==> config.mk <==
export PLATFORM = sky130hd
export DESIGN_NAME = lsi_queue
export DESIGN_NICKNAME = d
export VERILOG_FILES = /design/src/rtl/lsi_pkg.sv /design/src/rtl/lsi_queue.sv
export SDC_FILE = /design/constraint.sdc
export NUM_CORES = 1
export LEC_CHECK = 0
export BUFFER_PORTS_ARGS = -buffer_cell sky130_fd_sc_hd__buf_4
export CAP_MARGIN = 10
export CORE_UTILIZATION = 45
export CTS_CLUSTER_DIAMETER = 30
export DETAILED_ROUTE_END_ITERATION = 16
export SKIP_LAST_GASP = 1
export SLEW_MARGIN = 40
export SYNTH_ARGS = -nofsm -noshare
export SYNTH_HDL_FRONTEND = slang
export SYNTH_SLANG_ARGS = --single-unit
==> constraint.sdc <==
create_clock -name clk -period 3.2 [get_ports clk]
set_clock_uncertainty 0.1 [all_clocks]
set_input_delay 0.32 -clock clk [delete_from_list [all_inputs] [get_ports clk]]
set_output_delay 0.32 -clock clk [all_outputs]
set_load 0.005 [all_outputs]
==> src/rtl/lsi_pkg.sv <==
// ----------------------------------------------------------------------------
// lsi_pkg
// shared types and constants of the line segment intersection block
// ----------------------------------------------------------------------------
package lsi_pkg;

  typedef enum logic [1:0] {
    ST_HIT      = 2'd0,
    ST_PARALLEL = 2'd1,
    ST_OUTSIDE  = 2'd2
  } lsi_status_t;

  localparam int QDEPTH = 4;
  localparam int QPTR_W = $clog2(QDEPTH);
  localparam int QCNT_W = QPTR_W + 1;

endpackage

==> src/rtl/lsi_queue.sv <==
// ----------------------------------------------------------------------------
// lsi_queue
// small register fifo between the front and back pipelines
// ----------------------------------------------------------------------------
module lsi_queue #(
  parameter int W = 8
) (
  input  logic         clk,
  input  logic         rst_n,
  input  logic         push,
  input  logic [W-1:0] wdata,
  input  logic         pop,
  output logic [W-1:0] rdata,
  output logic         full,
  output logic         empty
);
  import lsi_pkg::*;

  logic [W-1:0]      mem_r [QDEPTH];
  logic [QPTR_W-1:0] wp_r, rp_r;
  logic [QCNT_W-1:0] cnt_r;

  assign full  = (cnt_r == QCNT_W'(QDEPTH));
  assign empty = (cnt_r == '0);
  assign rdata = mem_r[rp_r];

  always_ff @(posedge clk) begin
    if (!rst_n) begin
      wp_r  <= '0;
      rp_r  <= '0;
      cnt_r <= '0;
    end else begin
      if (push) begin
        wp_r <= wp_r + 1'b1;
      end
      if (pop) begin
        rp_r <= rp_r + 1'b1;
      end
      if (push && !pop) begin
        cnt_r <= cnt_r + 1'b1;
      end else if (pop && !push) begin
        cnt_r <= cnt_r - 1'b1;
      end
    end
  end

  always_ff @(posedge clk) begin
    if (push) begin
      mem_r[wp_r] <= wdata;
    end
  end

endmodule

Word-level counts from Yosys, hierarchy flattened
Memories as Yosys holds them, arrays and structs flattened. A register that Yosys moved wholly into a read port is not among the register bits.
Index checks and enable logic that the tools add are counted.

storage, ports and cells
  flip-flop bits (word level) = 7
  bits in writable memories = 32
  input bits = 12
  output and inout port bits = 10
  word-level logic and storage cells = 21
  memories = 1

cells by class
  add/subtract/negate cells = 4
  equal/unequal tests = 1
  mux-type cells = 6
  reduce and logical (&&, ||, !) cells = 6

memories
  name   words  width  rd ports  clocked after Yosys merged registers in  wr ports  line             RTL
  mem_r  4      8      1         1                                        1         lsi_queue.sv:19  logic [W-1:0] mem_r [QDEPTH];

operators with widths
  kind                                                                count
  3-bit 2-to-1 mux                                                    2
  2-bit by 1-bit adder with 2-bit output, second input constant       2
  2-bit 2-to-1 mux                                                    2
  3-bit by 1-bit adder with 3-bit output, second input constant       1
  3-bit equality test, second input constant                          1
  3-bit logical NOT                                                   1
  3-bit by 1-bit subtractor with 3-bit output, second input constant  1
  1-bit logical AND                                                   2
  1-bit logical NOT                                                   2
  1-bit 2-to-1 mux                                                    2
  2-bit nonzero test                                                  1

Depth between registers and ports, before layout
  depth after elaboration = 4
  depth in mapped cells = 7
  gate-level depth less buffers = 7

Worst setup path after synthesis
OpenSTA, ideal clock, no wires.

  kind = in2reg
  from = input port pop
  to = register cnt_r[2]
  setup time = 70 ps
  arrival time = 1,510 ps
  data required time = 3,030 ps
  setup slack = 1,520 ps
  stages on the path = 7
  path buffers = 0
  cells stage by stage = inv_1 ha_1 inv_1 fa_1 xor2_1 or3_1 a21boi_1

on the way
  cells in the longest elaborated chain, start to end = 3
  elaborated cells between the ends (all ways) = 5
  classes of those cells = 1 x mux; 4 x reduce/logical

ends and longest elaborated chain
  element                                                        line             RTL
  from (decl)                                                    lsi_queue.sv:12  input logic pop,
  1-bit logical NOT                                              lsi_queue.sv:39  if (push && !pop) begin
  1-bit logical AND                                              lsi_queue.sv:39
  3-bit 2-to-1 mux / 2-bit nonzero test (equally long branches)  -
  to (signal assigned)                                           lsi_queue.sv:40  cnt_r <= cnt_r + 1'b1;
  to (signal assigned)                                           lsi_queue.sv:42  cnt_r <= cnt_r - 1'b1;
  to (decl)                                                      lsi_queue.sv:21  logic [QCNT_W-1:0] cnt_r;

Several ways; a longest one is shown, not always the timed one.
A chain may end at the register's enable or synchronous reset.

==> flow_summary.json <==
{
  "cts_made_buffers": 5,
  "area_growth_pct": 18.0,
  "cp.depth": 2,
  "path_cells": "mux4_2 -> buf_4",
  "finalNetCount": 129,
  "insertion_delay_ns": 0.34,
  "r2r_cells": 4,
  "fmax_mhz": 460,
  "synthesis.area_sq_mm": 0.00160,
  "fin_cells": 158,
  "cp-start-kind": "register",
  "r2r-start": "cnt_r[0]",
  "htree_levels": 2,
  "maxCapViolCount": 0,
  "routedWlPerCell_um": 14.8,
  "yosysWarnings": 0,
  "crit_path_max_incr_delay_ns": 0.69,
  "routabilityCongestion": 0.675,
  "n_fill_cell": 286,
  "grt_pass1_vias": 789,
  "syn_avg_cell_area_sq_um": 18.9,
  "viasPerCell": 4.89,
  "ys_ff_latch": 41,
  "min_period_over_period": 0.679,
  "worstSetupPathType": "register to primary output",
  "peakVddDrop_mv": 0.373,
  "drive_gt1_frac": 0.330,
  "slew_violations": 0,
  "ys_seq_area_frac": 0.712,
  "r2r_slack_ns": 1.60,
  "p_leak_nw": 0.687,
  "netlist_instances": 85,
  "dieArea_sq_mm": 0.00380,
  "pin_count": 22,
  "ys_types": 19,
  "holdWs_ns": 0.0697,
  "rows": 21,
  "core_region_area_sq_mm": 0.00336,
  "via_count": 773,
  "track_usage": 0.149,
  "port_buffers": 21,
  "p_per_area_mw_per_mm2": 588,
  "cts_tree": "done",
  "place_ws_ns": 1.29,
  "crit_family": "flip-flops",
  "rsz0062_at_grt": "no",
  "drt_iter0_drc": 4,
  "setup-violations-final": 0,
  "dpl.hpwl_mm": 1.57,
  "cts.clk_slew.worst_paths_ns": 0.12,
  "cp.buffers_inverters": 1,
  "die_w_um": 61.7,
  "ctsResizeCount": 0,
  "grt_max_degree": 14,
  "total_power_mw": 1.11,
  "antenna_found_initial": 0,
  "synthesis.nets": 103,
  "diodes": 0,
  "start_util": 0.477,
  "die_h_um": 61.7,
  "tightest_slew_ns": 0.554,
  "finalHoldViolCount": 0,
  "dr.pass1.iters": 4,
  "remaining_drc_errors": 0,
  "layout_commonest_cell": "edfxtp_1",
  "wirelength_mm": 2.33,
  "clockBufferDepth": 2,
  "dp_cells": 150,
  "critPathRequiredTime_ns": 2.78,
  "r2r-end": "cnt_r[2]",
  "layout_common_cells": "edfxtp_1 (32), buf_4 (21), and2_1 (9), dfxtp_1 (9), mux4_2 (8)",
  "slowest_stage": "dfxtp_1",
  "grt_pass1_wl_mm": 3.70,
  "relSlewSlack": 0.630,
  "cts-root-buf": "clkbuf_4",
  "cts_sinks": 41,
  "arrival_ns": 1.75,
  "hp-class": "input pin to register",
  "finalWorstSetupSlack_ns": 1.03,
  "fin_setup_tns_ns": 0,
  "crit_end": "rdata[1]",
  "cp_max_fo": 8,
  "status": "finished clean",
  "end_kind": "primary output",
  "holdBufCountCts": 0,
  "ant_nets": 0,
  "layout_min_cycle_time_ns": 2.17,
  "postCtsSetupBuffers": 0,
  "grt-ovfl-total": 0
}
## report_power, final
part | internal [mW] | total [mW] | switching, mW
registers | 0.608 | 0.633 | 0.0251
clock network | 0.186 | 0.346 | 0.161
logic | 0.0818 | 0.133 | 0.0509
total | 0.875 | 1.11 | 0.237
## Yosys cell counts
cell type | n | area [sq um]
edfxtp_1 | 32 | 961
fa_1 | 1 | 20.0
mux2i_1 | 2 | 20.0
nand2_1 | 1 | 3.75
dfxtp_1 | 9 | 180
o21ai_0 | 1 | 5.00
and2_1 | 9 | 56.3
buf_6 | 1 | 11.3
inv_1 | 4 | 15.0
nor3_1 | 1 | 5.00
xor2_1 | 3 | 26.3
clkbuf_2 | 1 | 5.00
ha_1 | 5 | 62.6
or3_1 | 1 | 6.26
a21boi_1 | 1 | 7.51
nor3b_1 | 1 | 7.51
mux4_2 | 8 | 180
nor2b_1 | 2 | 12.5
xnor2_1 | 2 | 17.5
## logic make-up (layout without fill, tap and decap cells)
| family | Yosys count | after routing | share of synthesized area |
|---|---|---|---|
| DFF | 41 | 41 | 0.712 |
| and+or+nand+nor | 15 | 15 | 0.0570 |
| muxes | 10 | 10 | 0.125 |
| adders and majority gates | 6 | 6 | 0.0515 |
| buffers and inverters | 6 | 33 | 0.0195 |
| xor gates and xnor gates | 5 | 5 | 0.0273 |
| AOI/OAI and AO/OA | 2 | 2 | 0.00781 |
## through the flow
step | utilization | instance area, sq um
after floorplan | - | 1600
after global placement | 0.536 | 1800
after detailed placement | 0.536 | 1800
after CTS | 0.562 | 1890
after global routing | 0.562 | 1890
final | 0.562 | 1890
## flip-flops by register name, summed over array words and instances (netlist names), named ones only
register and count:
cnt_r 3, mem_r 32, rp_r 2, wp_r 2
## worst min path at each step
stage,cells after the start,endpoint,startpoint,slack (ns)
3_3_place_gp,2,cnt_r[2],cnt_r[2],0.38
2_1_floorplan,0,mem_r[0][0],wdata[0],0.32
5_1_grt,1,mem_r[3][6],wdata[6],0.04
4_1_cts,1,mem_r[2][4],wdata[4],0.05
6_report,1,mem_r[3][6],wdata[6],0.07
3_5_place_dp,2,cnt_r[2],cnt_r[2],0.40
## final cells by class
type | instances | area, sq um | share of cell area
inverter | 4 | 15.0 | 0.00794
timing repair buffer | 21 | 158 | 0.0834
clock inverter | 2 | 37.5 | 0.0199
sequential | 41 | 1140 | 0.604
multi-input combinational | 38 | 430 | 0.228
tap | 46 | 57.6 | 0.0304
clock buffer | 6 | 51.3 | 0.0271
## layer usage
metal	vias up	share of wire	track usage
li1	370	-	-
met1	379	0.40	0.160
met2	18	0.53	0.253
met3	6	0.050	0.0609
met4	0	0.021	0.0762
met5	-	0	0
(Power assumes the default switching activity.)
